==> src/design/rcag_pkg.sv <==
// rcag_pkg: shared types and codes for the region chunk address generator
`default_nettype none

package rcag_pkg;

  // number of axes carried by an input item
  localparam int unsigned IN_AXES = 3;

  // configuration register indexes and data width
  localparam int unsigned CFG_IW = 3;
  localparam int unsigned CFG_DW = 48;
  localparam logic [CFG_IW-1:0] CFG_HEADER = 3'd0;
  localparam logic [CFG_IW-1:0] CFG_BPP    = 3'd1;
  localparam logic [CFG_IW-1:0] CFG_AXES   = 3'd2;
  localparam logic [CFG_IW-1:0] CFG_EXT_X  = 3'd3;
  localparam logic [CFG_IW-1:0] CFG_EXT_Y  = 3'd4;
  localparam logic [CFG_IW-1:0] CFG_EXT_Z  = 3'd5;

  // input operation codes
  localparam logic OP_START = 1'b0;
  localparam logic OP_NEXT  = 1'b1;

  // chunk length multiply steps
  localparam logic [1:0] LEN_SEL_Y   = 2'd0;
  localparam logic [1:0] LEN_SEL_Z   = 2'd1;
  localparam logic [1:0] LEN_SEL_BPP = 2'd2;

  typedef struct packed {
    logic        op;
    logic [15:0] start_x;
    logic [15:0] start_y;
    logic [15:0] start_z;
    logic [15:0] count_x;
    logic [15:0] count_y;
    logic [15:0] count_z;
  } rcag_in_t;

  typedef struct packed {
    logic        chunk_valid;
    logic [61:0] byte_offset;
    logic [57:0] chunk_bytes;
    logic        last_chunk;
  } rcag_out_t;

  typedef struct packed {
    logic [47:0] header_offset;
    logic [10:0] bytes_per_pixel;
    logic [1:0]  axis_count;
    logic [15:0] extent_x;
    logic [15:0] extent_y;
    logic [15:0] extent_z;
  } rcag_cfg_t;

  // controller to datapath commands
  typedef struct packed {
    logic       load;
    logic       len_en;
    logic [1:0] len_sel;
    logic       chk;
    logic       issue;
    logic [1:0] axis;
    logic       emit;
  } rcag_cmd_t;

  // datapath to controller status
  typedef struct packed {
    logic       go_chunk;
    logic [1:0] used_axes;
    logic       out_free;
  } rcag_sts_t;

endpackage

`default_nettype wire

==> src/design/rcag_ctrl.sv <==
// rcag_ctrl: sequencing state machine for load, length, region check, offset and result
`default_nettype none

module rcag_ctrl (
  input  wire                  clk,
  input  wire                  rst_n,
  input  wire                  in_valid,
  input  wire                  in_op,
  output logic                 in_stall,
  input  rcag_pkg::rcag_sts_t  sts,
  output rcag_pkg::rcag_cmd_t  cmd
);
  import rcag_pkg::*;

  localparam logic [2:0] S_IDLE = 3'd0;
  localparam logic [2:0] S_LEN  = 3'd1;
  localparam logic [2:0] S_CHK  = 3'd2;
  localparam logic [2:0] S_OFF  = 3'd3;
  localparam logic [2:0] S_DRN  = 3'd4;
  localparam logic [2:0] S_OUT  = 3'd5;

  // offset pipeline has two stages behind the issue
  localparam logic [1:0] DRAIN_LAST = 2'd1;

  logic [2:0] state_r, state_nxt;
  logic [1:0] cnt_r, cnt_nxt;
  logic       accept;

  assign in_stall = (state_r != S_IDLE);
  assign accept   = in_valid && (state_r == S_IDLE);

  // next state and commands
  always_comb begin
    state_nxt = state_r;
    cnt_nxt   = cnt_r;
    cmd       = '0;
    case (state_r)
      S_IDLE: begin
        if (in_valid) begin
          cnt_nxt = 2'd0;
          if (in_op == OP_NEXT) begin
            state_nxt = S_CHK;
          end else begin
            cmd.load  = 1'b1;
            state_nxt = S_LEN;
          end
        end
      end
      S_LEN: begin
        cmd.len_en  = 1'b1;
        cmd.len_sel = cnt_r;
        if (cnt_r == LEN_SEL_BPP) begin
          cnt_nxt   = 2'd0;
          state_nxt = S_CHK;
        end else begin
          cnt_nxt = cnt_r + 2'd1;
        end
      end
      S_CHK: begin
        cmd.chk   = 1'b1;
        cnt_nxt   = 2'd0;
        state_nxt = sts.go_chunk ? S_OFF : S_OUT;
      end
      S_OFF: begin
        cmd.issue = 1'b1;
        cmd.axis  = cnt_r;
        if (cnt_r == sts.used_axes - 2'd1) begin
          cnt_nxt   = 2'd0;
          state_nxt = S_DRN;
        end else begin
          cnt_nxt = cnt_r + 2'd1;
        end
      end
      S_DRN: begin
        if (cnt_r == DRAIN_LAST) begin
          cnt_nxt   = 2'd0;
          state_nxt = S_OUT;
        end else begin
          cnt_nxt = cnt_r + 2'd1;
        end
      end
      S_OUT: begin
        if (sts.out_free) begin
          cmd.emit  = 1'b1;
          state_nxt = S_IDLE;
        end
      end
      default: begin
        state_nxt = S_IDLE;
      end
    endcase
  end

  // state registers
  always_ff @(posedge clk) begin
    if (!rst_n) begin
      state_r <= S_IDLE;
      cnt_r   <= 2'd0;
    end else begin
      state_r <= state_nxt;
      cnt_r   <= cnt_nxt;
    end
  end

  // a next transfer goes straight to the region check
  a_next_to_chk: assert property (@(posedge clk) disable iff (!rst_n)
    accept && (in_op == OP_NEXT) |=> state_r == S_CHK)
    else $error("next transfer did not reach region check");

  // issue counter never passes the axes in use
  a_issue_range: assert property (@(posedge clk) disable iff (!rst_n)
    state_r == S_OFF |-> cnt_r < sts.used_axes)
    else $error("offset issue beyond axes in use");

endmodule

`default_nettype wire

==> config.mk <==
export PLATFORM = sky130hd
export DESIGN_NAME = rcag_ctrl
export DESIGN_NICKNAME = d
export VERILOG_FILES = /design/src/design/rcag_pkg.sv /design/src/design/rcag_ctrl.sv
export SDC_FILE = /design/constraint.sdc
export NUM_CORES = 1
export LEC_CHECK = 0
export BUFFER_PORTS_ARGS = -buffer_cell sky130_fd_sc_hd__buf_4
export CORE_AREA = 2 2 39 41
export CTS_BUF_LIST = sky130_fd_sc_hd__clkbuf_4
export CTS_CLUSTER_DIAMETER = 200
export DETAILED_ROUTE_END_ITERATION = 16
export DIE_AREA = 0 0 41 43
export SKIP_CTS_REPAIR_TIMING = 1
export SYNTH_ARGS = -nofsm -noshare
export SYNTH_HDL_FRONTEND = slang
export SYNTH_SLANG_ARGS = --single-unit
==> constraint.sdc <==
create_clock -name clk -period 2.8 [get_ports clk]
set_input_delay 0.42 -clock clk [delete_from_list [all_inputs] [get_ports clk]]
set_output_delay 0.42 -clock clk [all_outputs]
set_load 0.005 [all_outputs]
==> reports/metrics.yaml <==
timing:
  setup_viol: 0
  finalHoldViolations: 0
  grt_setup_unrepaired: "false"
  slew_violations: 0
  timing.setup.tns_ns: 0
  slew_headroom_pct: 61.1
  worst_slew_pin_slew_ns: 0.583
  clock_skew_ns: 0.00244
  post-route-period-util_pct: 66.5
  post-route-min-period_ns: 1.86
  max_freq_mhz: 537
clock_network:
  cts_buffers: 3
  cts.clk_slew.worst_paths_ns: 0.04
  cts-root-buf: "clkbuf_4"
  htree_num_levels: 1
  cts.sinks: 5
  cts_buffer_depth: 2
  clk-insertion-delay-late_ns: 0.24
  cts_tree: "done"
worst_setup_path:
  r2r_end: "cnt_r[0]$_SDFFE_PN0P_"
  startpoint_type: "register"
  path_class: "register to output pin"
  cp_data_arrival_time_ns: 1.44
  crit_path_end_kind: "output pin"
  r2r_slack_ns: 1.23
  cp_max_fo: 15
  rr_worst_depth: 4
  timing.rr.start: "state_r[2]$_SDFFE_PN0P_"
  cp.required_ns: 2.38
placed_design:
  dpl_cell_area_um2: 644
  place_hpwl_um: 923
  dp_cells: 93
  io_buffers: 17
  gp_congestion: 0.722
routing:
  firstDrtPassIters: 4
  ant_nets: 0
  drc_errors: 0
  vias: 524
  wl_mm: 1.27
  drt_iter0_drc: 17
  wl_per_cell_um: 13.0
  via_per_inst: 5.40
power_and_ir_drop:
  power_density_mw_per_mm2: 930
  ir_drop_mv: 0.465
  power_uw: 627
  leakage_nw: 0.303
yosys:
  ys_seq_elements: 5
  synth_area_per_cell_um2: 8.05
  synth_nets: 76
  yosysUniqueCellTypes: 39
  syn_area_um2: 515
  syn_inst: 64
  yosys_warnings: 0
  ys_seq_area_share_pct: 19.4
final_layout:
  drive_gt1_share_pct: 35.8
  design_area_um2: 674
  antenna_cells: 0
  syn_to_final_growth_pct: 30.8
  finalNonFillerCells: 97
  fin_nets: 94
global_route:
  antenna_found_initial: 0
  grt_pass1_vias: 442
  grt_max_degree: 20
  grt_overflow_total: 0
  grt_pass1_wl_mm: 1.92
  globalRouteTotalUtil_pct: 15.9
run:
  cap_viol_max_count: 0
floorplanning:
  dieArea_mm2: 0.00176
  num_rows: 14
  initial_core_util_pct: 37.3
  die_height_um: 43
  core_mm2: 0.00138
  fp.dieW_um: 41
  io_pins: 18
worst_hold_path:
  hold_path.startpoint: "rst_n"
  hp-class: "input port to register"
  hold_depth: 2
  whs_endpoint: "state_r[1]$_SDFFE_PN0P_"
outcome:
  status: "complete, no violations"
[logic make-up (layout without fill, tap and decap cells)]
family | count (synthesis) | after routing | synth area share, %
AO/OA/AOI/OAI | 17 | 17 | 24.8
XOR/XNOR | 1 | 1 | 1.70
adder cells (fa/ha/maj) | 4 | 4 | 9.71
buffers and inverters | 7 | 24 | 5.82
flip-flops | 5 | 5 | 19.4
multiplexers | 2 | 2 | 4.13
AND/OR/NAND/NOR | 28 | 28 | 34.5
[cell usage in the layout (no fill, tap or decap), drive strengths merged, types with 2 or more instances in the layout]
cell	count
inv	3
clkbuf	4
nand2	2
nor3	2
a21oi	3
dfxtp	5
o21ai	3
nor2	3
ha	4
nor4	2
nor3b	2
and3	3
and2	2
nand2b	3
nor2b	4
buf	17
[per-layer routing]
layer	global-route usage (%)	up-vias	part of all wire (%)
met5	0	-	0
met4	8.00	0	0
met3	1.57	0	3.4
met2	23.4	10	48
met1	21.9	244	48
li1	-	270	-
[worst max-delay path by stage]
stage,startpoint,end,slack [ns],cells after the start
floorplan,state_r[1]$_SDFFE_PN0P_,cmd[4],1.42,3
global placement,state_r[1]$_SDFFE_PN0P_,cmd[8],1.22,3
detailed placement,state_r[1]$_SDFFE_PN0P_,cmd[8],1.21,3
CTS,state_r[0]$_SDFFE_PN0P_,cmd[5],0.95,3
global route,state_r[0]$_SDFFE_PN0P_,cmd[5],0.78,3
finish,state_r[0]$_SDFFE_PN0P_,cmd[5],0.94,3
[metrics by stage]
step	worst slack (ns)	util, %	hold slack, ns
6_report	0.938	48.7	0.437
5_1_grt	0.779	48.7	0.447
4_1_cts	0.954	48.7	0.428
3_5_place_dp	1.21	46.6	0.611
3_3_place_gp	1.22	46.6	0.607
2_1_floorplan	1.42	-	0.538
[area by class of cell]
type / count / area (um2)
clock buffer: 4 / 30.0
fill: 144 / 709
inverter: 3 / 11.3
multi-input combinational: 52 / 385
sequential: 5 / 100
tap: 16 / 20.0
timing repair buffer: 17 / 128
[sequential cells by signal, summed over array words and instances, names as in the netlist]
register	flops
cnt_r	2
state_r	3
[worst max-delay path, stage by stage, from the launching register on]
cell,delay (ns)
dfxtp_1,0.58
inv_1,0.18
nor4_1,0.29
buf_4,0.16
[power breakdown]
group	switching [mW]	leakage, nW	total (mW)	internal (mW)
Sequential	0.0975	0.0411	0.197	0.0995
Clock	0.0298	0.0184	0.0934	0.0636
Combinational	0.140	0.243	0.337	0.197
[cell usage after synthesis]
cell | instances | share of area [%]
o221a_2 | 1 | 2.2
ha_1 | 4 | 9.7
nor2_1 | 3 | 2.2
a21boi_1 | 1 | 1.5
xnor2_1 | 1 | 1.7
a221oi_2 | 1 | 2.9
nand3_1 | 1 | 0.97
a2bb2oi_1 | 1 | 1.7
nand2b_1 | 3 | 3.6
or2_2 | 1 | 1.2
nor3b_1 | 2 | 2.9
a22oi_1 | 1 | 1.5
and3_2 | 1 | 1.5
a21oi_1 | 3 | 2.9
nand4b_1 | 1 | 1.7
a21o_1 | 1 | 1.5
nor2b_2 | 1 | 1.7
and3b_1 | 1 | 1.7
o221ai_1 | 1 | 1.7
dfxtp_1 | 5 | 19
o21ai_0 | 2 | 1.9
a31oi_1 | 1 | 1.2
mux2_2 | 1 | 2.2
clkbuf_1 | 1 | 0.73
nor3_1 | 2 | 1.9
o211ai_1 | 1 | 1.5
nor2b_1 | 3 | 3.6
o21ai_1 | 1 | 0.97
o311a_1 | 1 | 1.9
and3_1 | 2 | 2.4
and2_1 | 1 | 1.2
mux2i_1 | 1 | 1.9
inv_1 | 3 | 2.2
nor4_1 | 2 | 2.4
or3_4 | 1 | 2.2
and2_4 | 1 | 1.7
nand2_1 | 2 | 1.5
o21a_1 | 1 | 1.5
buf_2 | 3 | 2.9
(Power assumes the default switching activity.)
