===== config.mk =====
export PLATFORM = sky130hd
export DESIGN_NAME = rcag_regs
export DESIGN_NICKNAME = d
export VERILOG_FILES = /design/src/design/rcag_pkg.sv /design/src/design/rcag_regs.sv
export SDC_FILE = /design/constraint.sdc
export NUM_CORES = 1
export LEC_CHECK = 0
export ABC_AREA = 1
export BUFFER_PORTS_ARGS = -buffer_cell sky130_fd_sc_hd__buf_4
export CAP_MARGIN = 25
export CORE_ASPECT_RATIO = 2
export CORE_MARGIN = 1.5
export CORE_UTILIZATION = 49
export DETAILED_ROUTE_END_ITERATION = 10
export PLACE_DENSITY = 0.91
export SKIP_LAST_GASP = 1
export SLEW_MARGIN = 20
export SYNTH_ARGS = -nofsm -noshare
export SYNTH_HDL_FRONTEND = slang
export SYNTH_SLANG_ARGS = --single-unit

===== constraint.sdc =====
create_clock -name clk -period 1.21 [get_ports clk]
set_input_delay 0.0605 -clock clk [delete_from_list [all_inputs] [get_ports clk]]
set_output_delay 0.0605 -clock clk [all_outputs]
set_load 0.03 [all_outputs]

===== src/design/rcag_pkg.sv =====
// rcag_pkg: shared types and codes for the region chunk address generator
`default_nettype none

package rcag_pkg;

  // number of axes carried by an input item
  localparam int unsigned IN_AXES = 3;

  // configuration register indexes and data width
  localparam int unsigned CFG_IW = 3;
  localparam int unsigned CFG_DW = 48;
  localparam logic [CFG_IW-1:0] CFG_HEADER = 3'd0;
  localparam logic [CFG_IW-1:0] CFG_BPP    = 3'd1;
  localparam logic [CFG_IW-1:0] CFG_AXES   = 3'd2;
  localparam logic [CFG_IW-1:0] CFG_EXT_X  = 3'd3;
  localparam logic [CFG_IW-1:0] CFG_EXT_Y  = 3'd4;
  localparam logic [CFG_IW-1:0] CFG_EXT_Z  = 3'd5;

  // input operation codes
  localparam logic OP_START = 1'b0;
  localparam logic OP_NEXT  = 1'b1;

  // chunk length multiply steps
  localparam logic [1:0] LEN_SEL_Y   = 2'd0;
  localparam logic [1:0] LEN_SEL_Z   = 2'd1;
  localparam logic [1:0] LEN_SEL_BPP = 2'd2;

  typedef struct packed {
    logic        op;
    logic [15:0] start_x;
    logic [15:0] start_y;
    logic [15:0] start_z;
    logic [15:0] count_x;
    logic [15:0] count_y;
    logic [15:0] count_z;
  } rcag_in_t;

  typedef struct packed {
    logic        chunk_valid;
    logic [61:0] byte_offset;
    logic [57:0] chunk_bytes;
    logic        last_chunk;
  } rcag_out_t;

  typedef struct packed {
    logic [47:0] header_offset;
    logic [10:0] bytes_per_pixel;
    logic [1:0]  axis_count;
    logic [15:0] extent_x;
    logic [15:0] extent_y;
    logic [15:0] extent_z;
  } rcag_cfg_t;

  // controller to datapath commands
  typedef struct packed {
    logic       load;
    logic       len_en;
    logic [1:0] len_sel;
    logic       chk;
    logic       issue;
    logic [1:0] axis;
    logic       emit;
  } rcag_cmd_t;

  // datapath to controller status
  typedef struct packed {
    logic       go_chunk;
    logic [1:0] used_axes;
    logic       out_free;
  } rcag_sts_t;

endpackage

`default_nettype wire


===== src/design/rcag_regs.sv =====
// rcag_regs: configuration register file
`default_nettype none

module rcag_regs (
  input  wire                            clk,
  input  wire                            rst_n,
  input  wire                            cfg_we,
  input  wire [rcag_pkg::CFG_IW-1:0]     cfg_index,
  input  wire [rcag_pkg::CFG_DW-1:0]     cfg_wdata,
  output rcag_pkg::rcag_cfg_t            cfg
);
  import rcag_pkg::*;

  rcag_cfg_t cfg_r;

  // register writes, unknown indexes dropped
  always_ff @(posedge clk) begin
    if (!rst_n) begin
      cfg_r.header_offset   <= '0;
      cfg_r.bytes_per_pixel <= 11'd1;
      cfg_r.axis_count      <= 2'd2;
      cfg_r.extent_x        <= 16'd1;
      cfg_r.extent_y        <= 16'd1;
      cfg_r.extent_z        <= 16'd1;
    end else if (cfg_we) begin
      case (cfg_index)
        CFG_HEADER: cfg_r.header_offset   <= cfg_wdata[47:0];
        CFG_BPP:    cfg_r.bytes_per_pixel <= cfg_wdata[10:0];
        CFG_AXES:   cfg_r.axis_count      <= cfg_wdata[1:0];
        CFG_EXT_X:  cfg_r.extent_x        <= cfg_wdata[15:0];
        CFG_EXT_Y:  cfg_r.extent_y        <= cfg_wdata[15:0];
        CFG_EXT_Z:  cfg_r.extent_z        <= cfg_wdata[15:0];
        default: begin
        end
      endcase
    end
  end

  assign cfg = cfg_r;

endmodule

`default_nettype wire


==> results of run 1 <==
[cell type report]
cell class              instances  area share (%)
well taps                     102            2.07
flip-flops and latches        109            35.4
repair buffers                178            23.8
clock buffers                   9            3.65
inverters                      54            3.28
clock inverters                 7            1.60
multi-input cells             449            30.3
[cell usage after synthesis]
cell type  number
nor2_2          4
inv_1          52
inv_2           2
buf_4           9
o21ai_0         3
buf_1           8
nor2_4          2
nand2_1       119
clkbuf_1        3
buf_2          19
dfxtp_1       109
nor2_1        212
buf_6           2
nand3_1       109
[layer usage]
layer | up-vias | share of wire [%] | global-route usage, %
met5 | - | 0 | 0
met4 | 0 | 5.9 | 17.5
met3 | 47 | 5.5 | 3.85
met1 | 2063 | 37 | 29.1
li1 | 2287 | - | -
met2 | 188 | 52 | 45.4
[power breakdown]
| group | switching [W] | leakage [nW] | internal, W |
|---|---|---|---|
| combinational | 0.000777 | 2.00 | 0.000484 |
| sequential | 0.0000677 | 0.886 | 0.00371 |
| clock | 0.00135 | 0.156 | 0.00183 |
[how the worst max path moves through the flow]
stage	startpoint	endpoint	slack (ns)	depth (start not counted)
2_1_floorplan	cfg_index[2]	cfg[15]	0.35	6
6_report	cfg[101]	cfg[101]	0.27	1
3_3_place_gp	cfg_index[2]	cfg[61]	0.18	7
5_1_grt	cfg[31]	cfg[31]	0.24	1
4_1_cts	cfg[101]	cfg[101]	0.25	1
3_5_place_dp	cfg_index[2]	cfg[87]	0.13	7
[cell usage in the layout (no fill, tap or decap)]
cell type and count:
nor2_1 211, buf_4 166, nand2_1 119, nand3_1 109, dfxtp_1 109, inv_1 52
buf_12 10, clkbuf_16 9, nor2_4 5, o21ai_0 3, inv_2 2, nor2_2 2
clkinv_4 2, bufinv_16 2, dlygate4sd3_1 2, clkinvlp_4 1, clkinv_2 1, inv_6 1
[cells by family (layout without fill, tap and decap cells)]
logic type      after synthesis  count (layout)  share of synthesized area (%)
buf+inv                      95             248                           9.62
simple gates                446             446                           41.1
flops                       109             109                           48.9
compound gates                3               3                          0.336
[metrics by stage]
stage	cells	cell area, µm²	hold slack [ns]	setup slack (ns)
global route	908	6170	0.0380	0.238
global placement	890	5830	0.274	0.184
floorplan	653	4460	0.174	0.351
finish	908	6170	0.0275	0.272
CTS	908	6170	0.0180	0.252
detailed placement	890	5830	0.283	0.130
==> impl_metrics.tcl, run 1 <==
set metrics [dict create \
    io_buffer_count 162 \
    leakage_nw 3.05 \
    route.detailed.drc 0 \
    fp.dieW_um 70.5 \
    ant_nets 0 \
    drt_pre_antenna_iters 4 \
    final_hold_viol_count 0 \
    post-cts-setup-buffer-count 0 \
    nNetsFinal 855 \
    rr_worst_depth 2 \
    drive_above_1_share_pct 24.9 \
    reg2reg_slack_ns 0.55 \
    finalWirelength_um 12800 \
    rsz0062_at_grt "false" \
    yosys-top-cells-area "dfxtp_1 49%, nor2_1 18%, nand3_1 12%, nand2_1 10%, inv_1 4.4%" \
    clock_sinks 109 \
    core_area_mm2 0.00889 \
    grt_max_degree 64 \
    hold_path_class "in2reg" \
    antenna_found_initial 0 \
    dieArea_mm2 0.00972 \
    hold_path_startpoint "cfg_wdata[24]" \
    cts_tree "built" \
    register_area_mm2 0.00218 \
    cts_root_buf "clkbuf_16" \
    crit_arrival_ns 0.88 \
    ctsResizeCount 0 \
    crit_path_max_fanout 2 \
    synth_top_area_share_pct 48.9 \
    nFillCells 742 \
    yosys_warnings 0 \
    synth_cells 653 \
    critical_path_buf_inv_count 1 \
    yosysUniqueCellTypes 14 \
    routed-via-count 4585 \
    hold_buffers 2 \
    syn_area_mm2 0.00446 \
    routabilityCongestion 0.926 \
    vias_per_cell 5.05 \
    num_antenna_cells 0 \
    syn_avg_cell_area_um2 6.83 \
    slowest_delay_ns 0.36 \
    wl_per_cell_um 14.1 \
    fp.dieH_um 138 \
    fin_setup_tns_ns 0 \
    cp-end-kind "output pin" \
    drt_iter0_drc 265 \
    clk_pin_slew_ns 0.07 \
    ctsHtreeMaxLevel 3 \
    cts_buffers 9 \
    post-synth-top-area-cell "dfxtp_1" \
    grt_util_all_layers_pct 26.1 \
    dp_hpwl_um 9030 \
    core.rowCount 49 \
    crit_chain "buf_4" \
    globalRoute.totalOverflow 0 \
    area_delta_synth_final_pct 38.3 \
    setup_violations 0 \
    largest_register_ffs 109 \
    synth_seq_area_share_pct 48.9 \
    clock_insertion_delay_worst_skew_ns 0.34 \
    p_per_area_mw_per_mm2 1330 \
    cp_slowest_cell "dfxtp_1" \
    worst_clock_skew_ns 0 \
    tightest_slew_ns 0.400 \
    max-clock-path-buffers 2 \
    floorplan.initialDensity_pct 50.2 \
    drv_slew 0 \
    reg2reg_from "cfg[0]" \
    io_pins 163 \
    synth-seq-cells 109 \
    crit_type "reg2out" \
    cp_top_family "flip-flops" \
    startpoint_type "flip-flop" \
    cp.required_ns 1.15 \
    relSlewSlack_pct 73.3 \
    synth_nets 707 \
    postLayoutCoreUtil_pct 69.4 \
    post-route-min-period_ns 0.938 \
    ir_drop_v 0.000820 \
    outcome "finished, final reports clean" \
    grt_pass1_vias 4069 \
    timing.fmax_mhz 1070 \
    min_path_cells 5 \
    p_total_w 0.00821 \
    min_period_over_period_pct 77.5 \
    max_cap_viol_count 0 \
    grt_pass1_wl_um 19900 \
    r2r-end "cfg[0]" \
    multi_input_area_mm2 0.00187 \
    hold_end "cfg[85]" \
]
(Power assumes the default switching activity.)
==> run 2, diff against run 1 <==
Settings changed: ABC_AREA 1 to 0, CORE_UTILIZATION 49 to 48.
Clock period 1.21 ns to 0.9 ns, I/O delays scaled along.
==> run 2 against run 1 <==
Against the previous run: the run now ends with setup timing left; clock power rose by 20%; critical path depth rose by 4; die area fell by 5.6%; global-route usage rose by 0.28 points; final area rose by 8.1%; sequential power rose by 33%.
==> impl_metrics.tcl, run 2 <==
set metrics [dict create \
    p_total_w 0.0102 \
    yosysUniqueCellTypes 13 \
    synth-seq-cells 109 \
    dp_cells 663 \
    cts_tree "built" \
    drt_iter0_drc 229 \
    drv_slew 0 \
    placed_area_mm2 0.00553 \
    crit_type "in2reg" \
    cts_root_buf "clkbuf_16" \
    cp_slowest_cell "mux2i_1" \
    syn_area_mm2 0.00412 \
    io_buffer_count 162 \
    outcome "finished, violations left" \
    min_period_over_period_pct 114 \
    ctsHtreeMaxLevel 3 \
    synth_seq_area_share_pct 53.0 \
    routed-via-count 3810 \
    cp_top_family "buffers and inverters" \
    syn_avg_cell_area_um2 9.97 \
    post-route-min-period_ns 1.03 \
    hold_path_class "in2reg" \
    async_reset_ff_share_pct 0 \
    io_pins 163 \
    ir_drop_v 0.00148 \
    yosys_warnings 0 \
    routabilityCongestion 0.781 \
    nFillCells 428 \
    finalWirelength_um 14200 \
    clock_sinks 109 \
    fp.dieH_um 134 \
    dp_hpwl_um 7920 \
    netlist_top_cells_count "152 x nand2_1, 109 x dfxtp_1, 109 x mux2i_1" \
    setup_ws_ns -0.128 \
    vias_per_cell 5.33 \
    crit_path_max_fanout 19 \
    nNetsFinal 667 \
    p_per_area_mw_per_mm2 1520 \
    ant_nets 0 \
    tightest_slew_ns 0.273 \
    cts_buffers 9 \
    core_area_mm2 0.00829 \
    globalRoute.totalOverflow 0 \
    relSlewSlack_pct 81.3 \
    crit_chain "buf_4, nor4b_4, buf_4, buf_6, mux2i_1" \
    max_cap_viol_count 0 \
    cp-end-kind "flip-flop" \
    slowest_delay_ns 0.31 \
    synth_cells 413 \
    yosysMostFrequentCell "nand2_1" \
    most-common-layout-cells "152 x nand2_1, 109 x mux2i_1, 103 x buf_6, 85 x dfxtp_2, 77 x buf_4" \
    crit_arrival_ns 1.26 \
    floorplan.initialDensity_pct 49.6 \
    num_antenna_cells 0 \
    antenna_found_initial 0 \
    clk_pin_slew_ns 0.07 \
    worst_path_most_repeated_cell "buf_4" \
    grt_pass1_wl_um 18100 \
    max-clock-path-buffers 2 \
    drive_above_1_share_pct 46.7 \
    synth_edf_count 0 \
    dieArea_mm2 0.00917 \
    wl_per_cell_um 19.9 \
    layout_commonest_cell "nand2_1" \
    synth_nets 467 \
    cp.required_ns 1.14 \
    grt_util_all_layers_pct 26.4 \
    drt_pre_antenna_iters 4 \
    synth_top_area_share_pct 53.0 \
    final_hold_viol_count 0 \
    core.rowCount 47 \
    grt_max_degree 48 \
    setup_violations 18 \
    final_area_mm2 0.00667 \
    synth_flop_cell "dfxtp_1" \
    area_delta_synth_final_pct 62.1 \
    fp.dieW_um 68.5 \
    violations "setup timing" \
    grt_pass1_vias 3792 \
    whs_ns 0.0330 \
    route.detailed.drc 0 \
    largest_register_ffs 109 \
    worst_clock_skew_ns 0 \
    leakage_nw 3.15 \
    critical_path_buf_inv_count 3 \
    post-synth-top-area-cell "dfxtp_1" \
    startpoint_type "primary input" \
    stdcell_count 715 \
    yosys-top-cells-area "dfxtp_1 53%, mux2i_1 27%, nand2_1 14%, clkbuf_1 1.3%, nor2b_1 1.1%" \
    timing.fmax_mhz 973 \
    clock_insertion_delay_worst_skew_ns 0.33 \
]
## run 2: cells by family after synthesis
group / count (synthesis) / synth area share (%)
buf+inv: 30 / 3.92
simple gates: 165 / 16.6
mux: 109 / 26.5
flops: 109 / 53.0
## run 2: routing by layer
| metal | part of all wire [%] | global-route usage [%] | up-vias | wire length, µm |
|---|---|---|---|---|
| li1 | - | - | 1745 | - |
| met1 | 34 | 26.3 | 1827 | 4890 |
| met2 | 54 | 45.9 | 176 | 7670 |
| met3 | 5.9 | 5.96 | 62 | 845 |
| met4 | 5.7 | 17.6 | 0 | 807 |
| met5 | 0 | 0 | - | 0 |
## run 2: area by class of cell
| cell class | count | area, µm² | share of cell area [%] |
|---|---|---|---|
| Sequential cell | 109 | 2290 | 34.3 |
| Timing Repair Buffer | 219 | 2190 | 32.9 |
| Multi-Input combinational cell | 274 | 1780 | 26.7 |
| Clock buffer | 12 | 267 | 3.99 |
| Tap cell | 98 | 123 | 1.84 |
| Clock inverter | 3 | 20.0 | 0.300 |
## run 2: power breakdown
| group | switching, W | internal (W) |
|---|---|---|
| Combinational | 0.000685 | 0.000642 |
| Sequential | 0.0000846 | 0.00494 |
| Clock | 0.00171 | 0.00209 |
## run 2: worst register-to-register path, delay by kind of cell, from the launching register on
family | cells | cell delay [ns]
flops | 1 | 0.35
simple gates | 1 | 0.08
mux | 1 | 0.19
buf+inv | 1 | 0.12
## run 2: final timing paths
check                                end  slack [ns]          start  depth (start not counted)
worst max-delay path             cfg[99]       -0.13   cfg_index[2]                          5
worst min-delay path             cfg[11]        0.03  cfg_wdata[11]                          3
worst max register to register  cfg[103]        0.06       cfg[103]                          3
worst min register to register   cfg[58]        0.46        cfg[58]                          2
## run 2: through the flow
stage,TNS [ns],utilization [%],setup slack (ns)
floorplan,-0.806,-,-0.0404
global placement,-15.28,66.7,-0.225
detailed placement,-17.23,66.7,-0.292
CTS,0,76.2,0.000171
global route,-0.929,80.5,-0.109
finish,-0.505,80.5,-0.128
## run 2: timing repair
action | in CTS | in global routing
hold buffers | 33 | 0
gates resized for setup | 60 | 128
endpoints found under the setup margin | 40 | 82
gates cloned | 0 | 1
hold endpoints to repair | 33 | 0
pin swaps | 0 | 1
setup buffers | 0 | 3
==> run 3, diff against run 2 <==
Settings changed: ABC_AREA 0 to unset, CORE_UTILIZATION 48 to 50, PLACE_DENSITY 0.91 to 0.94.
Clock period 0.9 ns to 1.29 ns, I/O delays scaled along.
==> run 3 against run 2 <==
Against the previous run: the flow now finishes without violations; sequential power down 31%; global-route usage is 1.8 points higher; utilization fell by 4.7 points; sequential share of layout area grew 1.9 points; clock skew unchanged; die area down 3.9%; cell count down 2.5%; highest routed layer unchanged.
==> impl_metrics.tcl, run 3 (synthesis gave the netlist of run 2 again) <==
set metrics [dict create \
    outcome "finished, final reports clean" \
    grt_util_all_layers_pct 28.2 \
    routabilityCongestion 0.813 \
    p_switching_w 0.00163 \
    r2r-end "cfg[103]" \
    antenna_found_initial 0 \
    crit_type "reg2out" \
    ctsResizeCount 0 \
    swShare_pct 23.6 \
    clk_pin_slew_ns 0.07 \
    num_antenna_cells 0 \
    p_per_area_mw_per_mm2 1150 \
    grtUsageMet1_pct 28.8 \
    grt.busiest_layer "met2" \
    crit_path_max_fanout 2 \
    rsz0062_at_grt "false" \
    ir_drop_v 0.00105 \
    cts_root_buf "clkbuf_16" \
    hold_end "cfg[91]" \
    dieArea_mm2 0.00882 \
    fp.dieH_um 131 \
    clock_sinks 109 \
    final_area_mm2 0.00602 \
    worst_clock_skew_ns 0 \
    ctsHtreeMaxLevel 3 \
    timing.fmax_mhz 1030 \
    placed_area_mm2 0.00548 \
    power_frac_comb_pct 12.0 \
    finalWirelength_um 12200 \
    io_pins 163 \
    startpoint_type "flip-flop" \
    nNetsFinal 653 \
    wl_per_cell_um 17.4 \
    io_buffer_count 162 \
    route.detailed.drc 0 \
    reg2reg_slack_ns 0.59 \
    crit_chain "buf_4" \
    grt_pass1_vias 3855 \
    fin_setup_tns_ns 0 \
    seqPwrFrac_pct 50.3 \
    drive_above_1_share_pct 31.9 \
    cp-end-kind "output pin" \
    cts_buffers 9 \
    gr-usage-met3_pct 6.34 \
    max_cap_viol_count 0 \
    ant_nets 0 \
    post-route-min-period_ns 0.971 \
    leakage_nw 2.95 \
    final_hold_viol_count 0 \
    relSlewSlack_pct 75.3 \
    cts_tree "built" \
    crit_arrival_ns 0.91 \
    hold_path_startpoint "cfg_wdata[30]" \
    routed-via-count 3652 \
    clock_insertion_delay_worst_skew_ns 0.34 \
    internal_power_w 0.00529 \
    setup_violations 0 \
    vias_per_cell 5.24 \
    grt_max_degree 36 \
    core_area_mm2 0.00794 \
    power_frac_clock_pct 37.7 \
    drt_pre_antenna_iters 4 \
    drt_iter0_drc 186 \
    most-common-layout-cells "173 x buf_4, 152 x nand2_1, 109 x mux2i_1, 109 x dfxtp_1, 27 x dlygate4sd3_1" \
    floorplan.initialDensity_pct 51.8 \
    critical_path_buf_inv_count 1 \
    min_period_over_period_pct 75.3 \
    reg2reg_from "cfg[103]" \
    drv_slew 0 \
    cp.required_ns 1.23 \
    min_path_cells 3 \
    globalRoute.totalOverflow 0 \
    max-clock-path-buffers 2 \
    rr_worst_depth 2 \
    layout_commonest_cell "buf_4" \
    dp_hpwl_um 8330 \
    slowest_delay_ns 0.37 \
    use_met2_pct 48.3 \
    core.rowCount 46 \
    cp_slowest_cell "dfxtp_1" \
    tightest_slew_ns 0.370 \
    area_delta_synth_final_pct 46.3 \
    hold_path_class "in2reg" \
    cp_top_family "flip-flops" \
    fp.dieW_um 67.2 \
    grt_pass1_wl_um 18600 \
    largest_register_ffs 109 \
]
[run 3: what timing repair did]
action,CTS,global route
hold buffers,27,0
buffers inserted,0,0
endpoints found under the hold margin,27,0
[run 3: worst max path at each step]
stage	from	to	slack, ns	depth (start not counted)
4_1_cts	cfg[5]	cfg[5]	0.33	1
3_3_place_gp	cfg_index[1]	cfg[66]	0.16	4
2_1_floorplan	cfg_index[1]	cfg[76]	0.26	4
3_5_place_dp	cfg_index[1]	cfg[107]	0.07	4
6_report	cfg[49]	cfg[49]	0.32	1
5_1_grt	cfg[25]	cfg[25]	0.31	1
[run 3: routing by layer]
metal	wire (µm)	up-vias
met4	702	0
met2	6420	159
met3	727	49
met5	0	-
met1	4310	1725
li1	-	1719
[run 3: power groups by stage]
| stage | sequential (W) | clock, W | combinational [W] |
|---|---|---|---|
| after floorplan | 0.00370 | 0 | 0.000255 |
| after global placement | 0.00355 | 0 | 0.000727 |
| after detailed placement | 0.00356 | 0 | 0.000750 |
| after CTS | 0.00348 | 0.00266 | 0.000821 |
| after global routing | 0.00349 | 0.00278 | 0.000873 |
| final | 0.00348 | 0.00261 | 0.000829 |
[run 3: cell type report]
type                       count  area, µm²
sequential                   109       2180
fill                         507       1920
multi-input combinational    274       1780
timing repair buffer         205       1670
clock buffer                  10        229
tap                           96        120
clock inverter                 3       40.0
[run 3: through the flow]
stage | hold slack, ns | instances | util (%) | worst slack [ns] | power, W
after floorplan | 0.207 | 413 | - | 0.260 | 0.00395
after global placement | 0.324 | 657 | 69.0 | 0.160 | 0.00428
after detailed placement | 0.335 | 657 | 69.0 | 0.0706 | 0.00431
after CTS | 0.00184 | 697 | 75.8 | 0.326 | 0.00696
after global routing | 0.0128 | 697 | 75.8 | 0.306 | 0.00714
final | 0.00179 | 697 | 75.8 | 0.319 | 0.00692
